## src/twm_pkg.sv

```systemverilog
// ----------------------------------------------------------------------------
// twm_pkg
// Shared types, register indexes and helper functions of the two-wire
// write/read master.
// ----------------------------------------------------------------------------
package twm_pkg;

  // Default width of the tick counter inside one delay unit.
  localparam int COUNT_WIDTH_DEFAULT = 16;

  // Field widths.
  localparam int TPU_WIDTH   = 16;
  localparam int UNIT_WIDTH  = 4;
  localparam int GAP_WIDTH   = 5;
  localparam int BYTE_WIDTH  = 8;
  localparam int BIT_CNT_W   = 4;
  localparam int CFG_IDX_W   = 3;
  localparam int IN_DATA_W   = 24;
  localparam int OUT_DATA_W  = 16;

  // Byte that marks a good reply from the partner.
  localparam logic [BYTE_WIDTH-1:0] REPLY_MATCH = 8'h75;

  // Configuration register indexes.
  typedef enum logic [CFG_IDX_W-1:0] {
    CFG_TICKS_PER_UNIT = 3'd0,
    CFG_LOW_UNITS      = 3'd1,
    CFG_HIGH_UNITS     = 3'd2,
    CFG_READ_UNITS     = 3'd3,
    CFG_GAP_UNITS      = 3'd4
  } cfg_index_t;

  // Reset values of the configuration registers.
  localparam logic [TPU_WIDTH-1:0]  TPU_RESET  = 16'd1000;
  localparam logic [UNIT_WIDTH-1:0] LOW_RESET  = 4'd3;
  localparam logic [UNIT_WIDTH-1:0] HIGH_RESET = 4'd5;
  localparam logic [UNIT_WIDTH-1:0] READ_RESET = 4'd5;
  localparam logic [GAP_WIDTH-1:0]  GAP_RESET  = 5'd10;

  typedef struct packed {
    logic [TPU_WIDTH-1:0]  ticks_per_unit;
    logic [UNIT_WIDTH-1:0] low_units;
    logic [UNIT_WIDTH-1:0] high_units;
    logic [UNIT_WIDTH-1:0] read_units;
    logic [GAP_WIDTH-1:0]  gap_units;
  } twm_cfg_t;

  typedef struct packed {
    logic                  reply_ok;
    logic [BYTE_WIDTH-1:0] read_byte;
    logic                  done_res;
    logic                  busy_res;
    logic                  sda_drive;
    logic                  sda_out;
    logic                  scl_out;
  } twm_result_t;

  // Transaction phases, one-hot.
  typedef enum logic [16:0] {
    PH_IDLE      = 17'h00001,
    PH_ST_A      = 17'h00002,
    PH_ST_B      = 17'h00004,
    PH_ST_C      = 17'h00008,
    PH_ST_D      = 17'h00010,
    PH_TX_SETUP  = 17'h00020,
    PH_TX_HIGH   = 17'h00040,
    PH_TX_LOW    = 17'h00080,
    PH_TX_GAP    = 17'h00100,
    PH_RX_HIGH   = 17'h00200,
    PH_RX_LOW    = 17'h00400,
    PH_ACK_SETUP = 17'h00800,
    PH_ACK_HIGH  = 17'h01000,
    PH_SP_A      = 17'h02000,
    PH_SP_B      = 17'h04000,
    PH_SP_C      = 17'h08000,
    PH_SP_D      = 17'h10000
  } phase_t;

  // A length of zero counts as one unit.
  function automatic logic [GAP_WIDTH-1:0] at_least_one(input logic [GAP_WIDTH-1:0] v);
    return (v == '0) ? GAP_WIDTH'(1) : v;
  endfunction

  // Number of delay units that the given phase lasts.
  function automatic logic [GAP_WIDTH-1:0] phase_units(input phase_t p, input twm_cfg_t c);
    logic [GAP_WIDTH-1:0] u;
    case (p)
      PH_ST_A, PH_ST_C, PH_TX_SETUP, PH_TX_LOW, PH_SP_A, PH_SP_C:
        u = at_least_one(GAP_WIDTH'(c.low_units));
      PH_ST_B, PH_ST_D, PH_TX_HIGH, PH_SP_B, PH_SP_D:
        u = at_least_one(GAP_WIDTH'(c.high_units));
      PH_TX_GAP:
        u = at_least_one(c.gap_units);
      default:
        u = at_least_one(GAP_WIDTH'(c.read_units));
    endcase
    return u;
  endfunction

endpackage

```

## src/twm_core.sv

```systemverilog
// ----------------------------------------------------------------------------
// twm_core
// Phase sequencer, delay counters and line levels. One tick is applied on
// every cycle that step is high; the result shows the levels after it.
// ----------------------------------------------------------------------------
module twm_core #(
  parameter int COUNT_WIDTH = twm_pkg::COUNT_WIDTH_DEFAULT
) (
  input  logic                  clk,
  input  logic                  rst,
  input  logic                  step,
  input  logic                  op,
  input  logic [7:0]            first_byte,
  input  logic [7:0]            second_byte,
  input  logic                  sda_in,
  input  twm_pkg::twm_cfg_t     cfg,
  output twm_pkg::twm_result_t  result
);
  import twm_pkg::*;

  localparam int LW = (COUNT_WIDTH > TPU_WIDTH) ? COUNT_WIDTH : TPU_WIDTH;
  localparam logic [LW-1:0] CNT_MAX = LW'({COUNT_WIDTH{1'b1}});

  phase_t                 phase, phase_next;
  logic [BIT_CNT_W-1:0]   bit_count, bit_count_next;
  logic [COUNT_WIDTH-1:0] tick_count, tick_count_next, tick_inc, limit;
  logic [GAP_WIDTH-1:0]   unit_count, unit_count_next, unit_inc;
  logic [BYTE_WIDTH-1:0]  shift_reg, shift_reg_next;
  logic [BYTE_WIDTH-1:0]  held_second, held_second_next;
  logic [BYTE_WIDTH-1:0]  last_read, last_read_next;
  logic                   scl, scl_next, sda, sda_next, drv, drv_next;
  logic                   done, entering;
  logic [LW-1:0]          tpu_ext, limit_wide;

  // Unit length in ticks, at least one and capped at the counter range.
  always_comb begin
    tpu_ext    = LW'(cfg.ticks_per_unit);
    limit_wide = (tpu_ext == '0) ? LW'(1) : tpu_ext;
    if (limit_wide > CNT_MAX) begin
      limit_wide = CNT_MAX;
    end
    limit = limit_wide[COUNT_WIDTH-1:0];
  end

  assign tick_inc = tick_count + COUNT_WIDTH'(1);
  assign unit_inc = unit_count + GAP_WIDTH'(1);

  always_comb begin
    phase_next       = phase;
    bit_count_next   = bit_count;
    tick_count_next  = tick_count;
    unit_count_next  = unit_count;
    shift_reg_next   = shift_reg;
    held_second_next = held_second;
    last_read_next   = last_read;
    scl_next         = scl;
    sda_next         = sda;
    drv_next         = drv;
    done             = 1'b0;
    entering         = 1'b0;

    if (phase == PH_IDLE) begin
      if (op) begin
        shift_reg_next   = first_byte;
        held_second_next = second_byte;
        bit_count_next   = '0;
        tick_count_next  = '0;
        unit_count_next  = '0;
        phase_next       = PH_ST_A;
        entering         = 1'b1;
      end
    end else begin
      tick_count_next = tick_inc;
      if (tick_inc >= limit) begin
        tick_count_next = '0;
        unit_count_next = unit_inc;
        if (unit_inc >= phase_units(phase, cfg)) begin
          unit_count_next = '0;
          entering        = 1'b1;
          unique case (phase)
            PH_ST_A:     phase_next = PH_ST_B;
            PH_ST_B:     phase_next = PH_ST_C;
            PH_ST_C:     phase_next = PH_ST_D;
            PH_ST_D: begin
              bit_count_next = 4'd15;
              phase_next     = PH_TX_SETUP;
            end
            PH_TX_SETUP: phase_next = PH_TX_HIGH;
            PH_TX_HIGH:  phase_next = (bit_count[2:0] == 3'd0) ? PH_TX_GAP : PH_TX_LOW;
            PH_TX_LOW: begin
              shift_reg_next = {shift_reg[6:0], 1'b0};
              bit_count_next = bit_count - 4'd1;
              phase_next     = PH_TX_SETUP;
            end
            PH_TX_GAP: begin
              bit_count_next = 4'd7;
              if (bit_count[3]) begin
                shift_reg_next = held_second;
                phase_next     = PH_TX_SETUP;
              end else begin
                shift_reg_next = '0;
                phase_next     = PH_RX_HIGH;
              end
            end
            PH_RX_HIGH: begin
              shift_reg_next = {shift_reg[6:0], sda_in};
              phase_next     = PH_RX_LOW;
            end
            PH_RX_LOW: begin
              if (bit_count == '0) begin
                phase_next = PH_ACK_SETUP;
              end else begin
                bit_count_next = bit_count - 4'd1;
                phase_next     = PH_RX_HIGH;
              end
            end
            PH_ACK_SETUP: phase_next = PH_ACK_HIGH;
            PH_ACK_HIGH: begin
              last_read_next = shift_reg;
              phase_next     = PH_SP_A;
            end
            PH_SP_A:     phase_next = PH_SP_B;
            PH_SP_B:     phase_next = PH_SP_C;
            PH_SP_C:     phase_next = PH_SP_D;
            PH_SP_D: begin
              bit_count_next = '0;
              done           = 1'b1;
              phase_next     = PH_IDLE;
            end
            default:     phase_next = PH_IDLE;
          endcase
        end
      end
    end

    // Line levels set on entry to a phase.
    if (entering) begin
      unique case (phase_next)
        PH_ST_A: begin
          drv_next = 1'b1;
          sda_next = 1'b1;
        end
        PH_ST_B:     scl_next = 1'b1;
        PH_ST_C:     sda_next = 1'b0;
        PH_ST_D:     scl_next = 1'b0;
        PH_TX_SETUP: begin
          drv_next = 1'b1;
          scl_next = 1'b0;
          sda_next = shift_reg_next[7];
        end
        PH_TX_HIGH:  scl_next = 1'b1;
        PH_TX_LOW:   scl_next = 1'b0;
        PH_TX_GAP: begin
          scl_next = 1'b0;
          if (!bit_count_next[3]) begin
            drv_next = 1'b0;
            sda_next = 1'b1;
          end
        end
        PH_RX_HIGH: begin
          drv_next = 1'b0;
          sda_next = 1'b1;
          scl_next = 1'b1;
        end
        PH_RX_LOW:   scl_next = 1'b0;
        PH_ACK_SETUP: begin
          drv_next = 1'b1;
          sda_next = 1'b0;
          scl_next = 1'b0;
        end
        PH_ACK_HIGH: scl_next = 1'b1;
        PH_SP_A: begin
          drv_next = 1'b1;
          scl_next = 1'b0;
        end
        PH_SP_B:     sda_next = 1'b0;
        PH_SP_C:     scl_next = 1'b1;
        PH_SP_D:     sda_next = 1'b1;
        default: begin
          scl_next = 1'b1;
          sda_next = 1'b1;
          drv_next = 1'b0;
        end
      endcase
    end
  end

  always_ff @(posedge clk) begin
    if (rst) begin
      phase       <= PH_IDLE;
      bit_count   <= '0;
      tick_count  <= '0;
      unit_count  <= '0;
      shift_reg   <= '0;
      held_second <= '0;
      last_read   <= '0;
      scl         <= 1'b1;
      sda         <= 1'b1;
      drv         <= 1'b0;
    end else if (step) begin
      phase       <= phase_next;
      bit_count   <= bit_count_next;
      tick_count  <= tick_count_next;
      unit_count  <= unit_count_next;
      shift_reg   <= shift_reg_next;
      held_second <= held_second_next;
      last_read   <= last_read_next;
      scl         <= scl_next;
      sda         <= sda_next;
      drv         <= drv_next;
    end
  end

  // Levels and status after the tick.
  always_comb begin
    result.scl_out   = scl_next;
    result.sda_out   = drv_next ? sda_next : 1'b1;
    result.sda_drive = drv_next;
    result.busy_res  = (phase_next != PH_IDLE);
    result.done_res  = done;
    result.read_byte = last_read_next;
    result.reply_ok  = (last_read_next == REPLY_MATCH);
  end

endmodule

```

## src/two_wire_write_read_master.sv

```systemverilog
// ----------------------------------------------------------------------------
// two_wire_write_read_master
// Tick-driven two-wire master that sends two bytes and reads one back.
// ----------------------------------------------------------------------------
// Every request on the input stream is one timing tick. A tick whose tuser
// bit is set while the block is idle starts a transaction: a start condition,
// the two bytes from tdata sent MSB first without acknowledge clocks, a gap
// with the data line released, eight read clocks that sample sda_in, a driven
// acknowledge of zero and a stop condition. Each tick yields exactly one
// result request that carries the line levels after that tick, the busy and
// done flags, the last byte read and whether it equals 0x75. The block takes
// one tick per clock cycle: the sequencer, both delay counters and the line
// levels advance together on each tick, and the result is captured in an
// output register as the tick is accepted. The input is stalled only while that
// output register is full and the downstream side is not ready. Phase lengths
// come from the configuration registers, which may be written at any time
// through the cfg port and take effect on the next tick.
// ----------------------------------------------------------------------------
module two_wire_write_read_master #(
  parameter int COUNT_WIDTH = twm_pkg::COUNT_WIDTH_DEFAULT
) (
  input  logic                              clk,
  input  logic                              rst,
  // Input ticks.
  input  logic                              s_axis_tvalid,
  output logic                              s_axis_tready,
  // tdata: first_byte[7:0], second_byte[15:8], sda_in[16], zero fill above.
  input  logic [twm_pkg::IN_DATA_W-1:0]     s_axis_tdata,
  // tuser: op (1 starts a transaction when idle).
  input  logic                              s_axis_tuser,
  // Results.
  output logic                              m_axis_tvalid,
  input  logic                              m_axis_tready,
  // tdata: scl_out[0], sda_out[1], sda_drive[2], busy_res[3], done_res[4],
  // read_byte[12:5], reply_ok[13], zero fill above.
  output logic [twm_pkg::OUT_DATA_W-1:0]    m_axis_tdata,
  // Configuration writes.
  input  logic                              cfg_valid,
  output logic                              cfg_ready,
  input  logic [twm_pkg::CFG_IDX_W-1:0]     cfg_index,
  input  logic [twm_pkg::TPU_WIDTH-1:0]     cfg_data
);
  import twm_pkg::*;

  twm_cfg_t    cfg;
  twm_result_t result;
  logic        step;
  logic        out_full;

  // Configuration registers; the port never stalls.
  assign cfg_ready = 1'b1;

  always_ff @(posedge clk) begin
    if (rst) begin
      cfg.ticks_per_unit <= TPU_RESET;
      cfg.low_units      <= LOW_RESET;
      cfg.high_units     <= HIGH_RESET;
      cfg.read_units     <= READ_RESET;
      cfg.gap_units      <= GAP_RESET;
    end else if (cfg_valid && cfg_ready) begin
      unique case (cfg_index)
        CFG_TICKS_PER_UNIT: cfg.ticks_per_unit <= cfg_data;
        CFG_LOW_UNITS:      cfg.low_units      <= cfg_data[UNIT_WIDTH-1:0];
        CFG_HIGH_UNITS:     cfg.high_units     <= cfg_data[UNIT_WIDTH-1:0];
        CFG_READ_UNITS:     cfg.read_units     <= cfg_data[UNIT_WIDTH-1:0];
        CFG_GAP_UNITS:      cfg.gap_units      <= cfg_data[GAP_WIDTH-1:0];
        default: ;
      endcase
    end
  end

  // A new tick is taken whenever the output register is empty or drains now.
  assign s_axis_tready = !out_full || m_axis_tready;
  assign step          = s_axis_tvalid && s_axis_tready;

  twm_core #(
    .COUNT_WIDTH (COUNT_WIDTH)
  ) u_core (
    .clk         (clk),
    .rst         (rst),
    .step        (step),
    .op          (s_axis_tuser),
    .first_byte  (s_axis_tdata[7:0]),
    .second_byte (s_axis_tdata[15:8]),
    .sda_in      (s_axis_tdata[16]),
    .cfg         (cfg),
    .result      (result)
  );

  // Output register.
  always_ff @(posedge clk) begin
    if (rst) begin
      out_full <= 1'b0;
    end else if (step) begin
      out_full <= 1'b1;
    end else if (m_axis_tready) begin
      out_full <= 1'b0;
    end
  end

  always_ff @(posedge clk) begin
    if (step) begin
      m_axis_tdata <= OUT_DATA_W'(result);
    end
  end

  assign m_axis_tvalid = out_full;

endmodule

```

## config.mk

```make
export PLATFORM = sky130hd
export DESIGN_NAME = two_wire_write_read_master
export DESIGN_NICKNAME = d
export VERILOG_FILES = /design/src/twm_pkg.sv /design/src/twm_core.sv /design/src/two_wire_write_read_master.sv
export SDC_FILE = /design/constraint.sdc
export NUM_CORES = 1
export LEC_CHECK = 0
export ABC_AREA = 1
export BUFFER_PORTS_ARGS = -buffer_cell sky130_fd_sc_hd__buf_2
export CAP_MARGIN = 5
export CORE_MARGIN = 2
export CORE_UTILIZATION = 61
export DETAILED_ROUTE_END_ITERATION = 10
export PLACE_DENSITY = 0.81
export SLEW_MARGIN = 20
export SYNTH_ARGS = -nofsm -noshare
export SYNTH_HDL_FRONTEND = slang
export SYNTH_SLANG_ARGS = --single-unit
```

## constraint.sdc

```tcl
create_clock -name clk -period 5.4 [get_ports clk]
set_input_delay 0.81 -clock clk [delete_from_list [all_inputs] [get_ports clk]]
set_output_delay 0.81 -clock clk [all_outputs]
set_load 0.02 [all_outputs]
```

==> metrics.md <==
| Metric | Value |
|---|---|
| Status | `finished, final reports clean` |
| CTS Hold Bufs | `0` |
| Worst setup EP type | `flop` |
| Clock buffer count from CTS | `17` |
| Grt total ovfl | `0` |
| Maximum VDD drop | `roughly 0.27 mV` |
| Worst slew margin | `between 30% and 40%` |
| Post-cts sizing count | `0` |
| Fillers | `1031` |
| Distinct cells, synth | `59` |
| Post-route DRC | `0` |
| Top-count cell post-synth | `nand2_1` |
| Number of H-tree levels | `4` |
| Number of synthesized register bits | `117` |
| Clock sink count | `117` |
| Largest register FFs | `33` |
| Clock-pin slew on the worst setup and hold paths | `0.05 ns` |
| Largest stage delay, worst path | `0.41 ns` |
| Post-synth EDFFs | `14` |
| Worst-margin pin slew | `0.933 ns` |
| Setup crit start kind | `flop` |
| CP most frequent cell | `nand3_1` |
| Most frequent cells after synthesis | `221 x nand2_1, 139 x inv_1, 103 x dfxtp_1` |
| First-pass GRT wire length | `30.2 mm` |
| Crit Path Class | `flop to flop` |
| DP HPWL | `~13 mm` |
| Iter 0 DRT Violations | `612` |
| Regs by FF count | `cfg: 33 flops, u_core.phase: 17 flops, u_core.tick_count: 16 flops` |
| Chip Width | `115 µm` |
| Multi-input logic area | `4340 µm²` |
| # diodes | `0` |
| Root Driver | `clkbuf_16` |
| Fin crit share | `89.9%` |
| Nets@finish | `1190` |
| Routability cong. | `0.941` |
| Initial antenna violation count | `0` |
| Pre-antenna DRT Iters | `5` |
| Postcts setup bufs | `0` |
| Top cell type's share of synthesized area | `27.3%` |
| TritonCTS clock tree | `yes` |
| Worst Path Required | `5.57 ns` |
| Cells after Synth | `1063` |
| Worst path top cell family by delay | `simple AND/OR/NAND/NOR gates` |
| Setup ws final | `0.546 ns` |
| Layout area overhead | `12.4%` |
| Hold crit path type | `flop to flop` |
| Die height | `115 µm` |
| Register area | `2480 µm²` |
| Critical Path, Cell by Cell | `nand3_1 -> nor3b_1 -> nand3_1 -> nor3_2 -> nand3_1 -> nor2_1 -> nand4_1 -> xnor2_1 -> ha_1 -> nand2_2 -> o21bai_2 -> nand2_2 -> a21oi_4 -> nand3_4 -> inv_2 -> nand2_1 -> nand2_2 -> nand3_1 -> nor3_1 -> nand3_1 -> nand4_1 -> nand2_1 -> nand2_1 -> nand2_1` |
| Initial Utilization | `62.6%` |
| Clock Latency Late Sink | `0.42 ns` |
| Vias in the first global route | `about 6500` |
| Final design utilization | `70.4%` |
| Rows | `40` |
| Final Hold Slack | `0.454 ns` |
| Routed via count | `7088` |
| Final setup vio count | `0` |
| I/O Buffers | `57` |
| Core footprint | `12100 µm²` |
| Dominant synthesized flop cell | `dfxtp_1` |
| Async SR Flop Fraction | `0%` |
| Synth area leader | `dfxtp_1` |
| Clock Path Buffers | `2` |
| DIE AREA | `13300 µm²` |
| Final ANT Viol Nets | `0` |
| Gr usage total | `between 20% and 30%` |
| Total Power | `between 2 and 2.5 mW` |
| Syn avg cell area | `7.10 µm²` |
| Static Leak | `3.85 nW` |
| Dominant cells by area after synthesis | `dfxtp_1 27%, nand2_1 11%, inv_1 6.9%` |
| Final Hold Vio Count | `0` |
| Slew Viols, Final | `0` |
| Sequential area share after synthesis | `around 33%` |
| Vias/cell | `5.46` |
| Pwr dens | `273 nW/µm²` |
| CP max FO | `19` |
| Reg with most FFs | `cfg` |
| Synthesis warning total | `0` |
| Worst path slowest cell | `dfxtp_1` |
| Layout cells sized above 1 | `16.2%` |
| Routed wire per std cell | `13.8 µm` |
| Clock Skew | `around 0.010 ns` |
| Fmax achieved | `206 MHz` |
| Worst Path Arrival | `5.02 ns` |
| Setup slack after placement | `0.524 ns` |
| IO Pins | `68` |
| DRT Wirelength | `17.9 mm` |
| Synthesized cell area | `7550 µm²` |
| Final min period | `4.85 ns` |
| Pin count of the biggest net entering global routing | `55` |
| Max_cap viols | `0` |
| Crit path buf inv count | `1` |
## cell families (layout without fill, tap and decap cells)
logic type,after synthesis,count (layout),synth area share [%]
muxes,5,5,0.663
other,2,3,0.0995
DFF,117,117,32.9
and+or+nand+nor,516,516,34.8
buffers and inverters,183,248,9.94
AOI/OAI and AO/OA,196,196,15.3
adders and majority gates,25,25,4.14
xor gates and xnor gates,19,19,2.20
## final cells by class
| cell class | instances | area share (%) |
|---|---|---|
| Tap cell | 168 | 2.48 |
| Inverter | 149 | 6.59 |
| Clock buffer | 19 | 5.10 |
| Timing Repair Buffer | 67 | 4.24 |
| Multi-Input combinational cell | 764 | 51.1 |
| Sequential cell | 117 | 29.2 |
| Clock inverter | 13 | 1.27 |
## stage by stage
step,area (µm²),setup TNS [ns],cells
2_1_floorplan,7550,0,1064
5_1_grt,8490,-0.0238,1297
4_1_cts,8470,0,1297
3_5_place_dp,7930,0,1265
3_3_place_gp,7930,0,1265
6_report,8490,0,1297
## report_power, final
part | internal, mW | switching (mW) | leakage, nW
combinational | 0.105 | 0.235 | 2.62
clock | 0.628 | 0.407 | 0.259
sequential | 0.920 | 0.0223 | 0.974
## final timing paths
kind | start | to | slack [ns] | cells after the start
setup reg to reg | u_core.tick_count[0]$_SDFFE_PP0P_ | m_axis_tdata[1]$_SDFFCE_PN1P_ | 0.55 | 24
setup / recovery | u_core.tick_count[0]$_SDFFE_PP0P_ | m_axis_tdata[1]$_SDFFCE_PN1P_ | 0.55 | 24
hold reg to reg | cfg[5]$_SDFFE_PP1P_ | cfg[5]$_SDFFE_PP1P_ | 0.45 | 2
hold / removal | cfg[5]$_SDFFE_PP1P_ | cfg[5]$_SDFFE_PP1P_ | 0.45 | 2
## layer usage
metal | vias to the layer above | GRT usage [%] | wire length [µm]
met3 | 41 | 6.33 | 860
met5 | - | 0 | 0
met4 | 0 | 11.2 | 469
met2 | 199 | 45.8 | 8390
li1 | 3640 | - | -
met1 | 3208 | 37.3 | 8210
## worst register-to-register path: cells and delay by family, from the launching register on
| family | cells | cell delay (ns) |
|---|---|---|
| AOI/OAI and AO/OA | 2 | 0.38 |
| xor gates and xnor gates | 1 | 0.24 |
| adders and majority gates | 1 | 0.29 |
| buffers and inverters | 1 | 0.27 |
| DFF | 1 | 0.41 |
| and+or+nand+nor | 19 | 3.03 |
## cells in the final DEF, fill, tap and decap left out, types with 5 or more instances in the layout
cell       synthesis  routed
nor2_2             5       5
edfxtp_1          14      14
o22ai_1           10      10
a221oi_1          10      10
xor2_1            13      13
o21ai_0           54      54
buf_4              4      10
mux2i_1            5       5
xnor2_1            6       6
inv_1            139     139
o211ai_1          13      13
inv_2              9       9
nor2_1            97      97
nand4_1           27      27
nand3_2           10      10
nand2_1          221     221
nor3_1            19      18
nand3_1           65      65
buf_2              7      57
dfxtp_1          103     103
a21oi_1           74      74
nand2_2           17      17
nor4_1             8       7
nor2_4            14      14
nand2_4            9       9
o21ai_1            9       9
a211oi_1          11      11
ha_1              25      25
clkbuf_16          0      17
(Power assumes the default switching activity.)
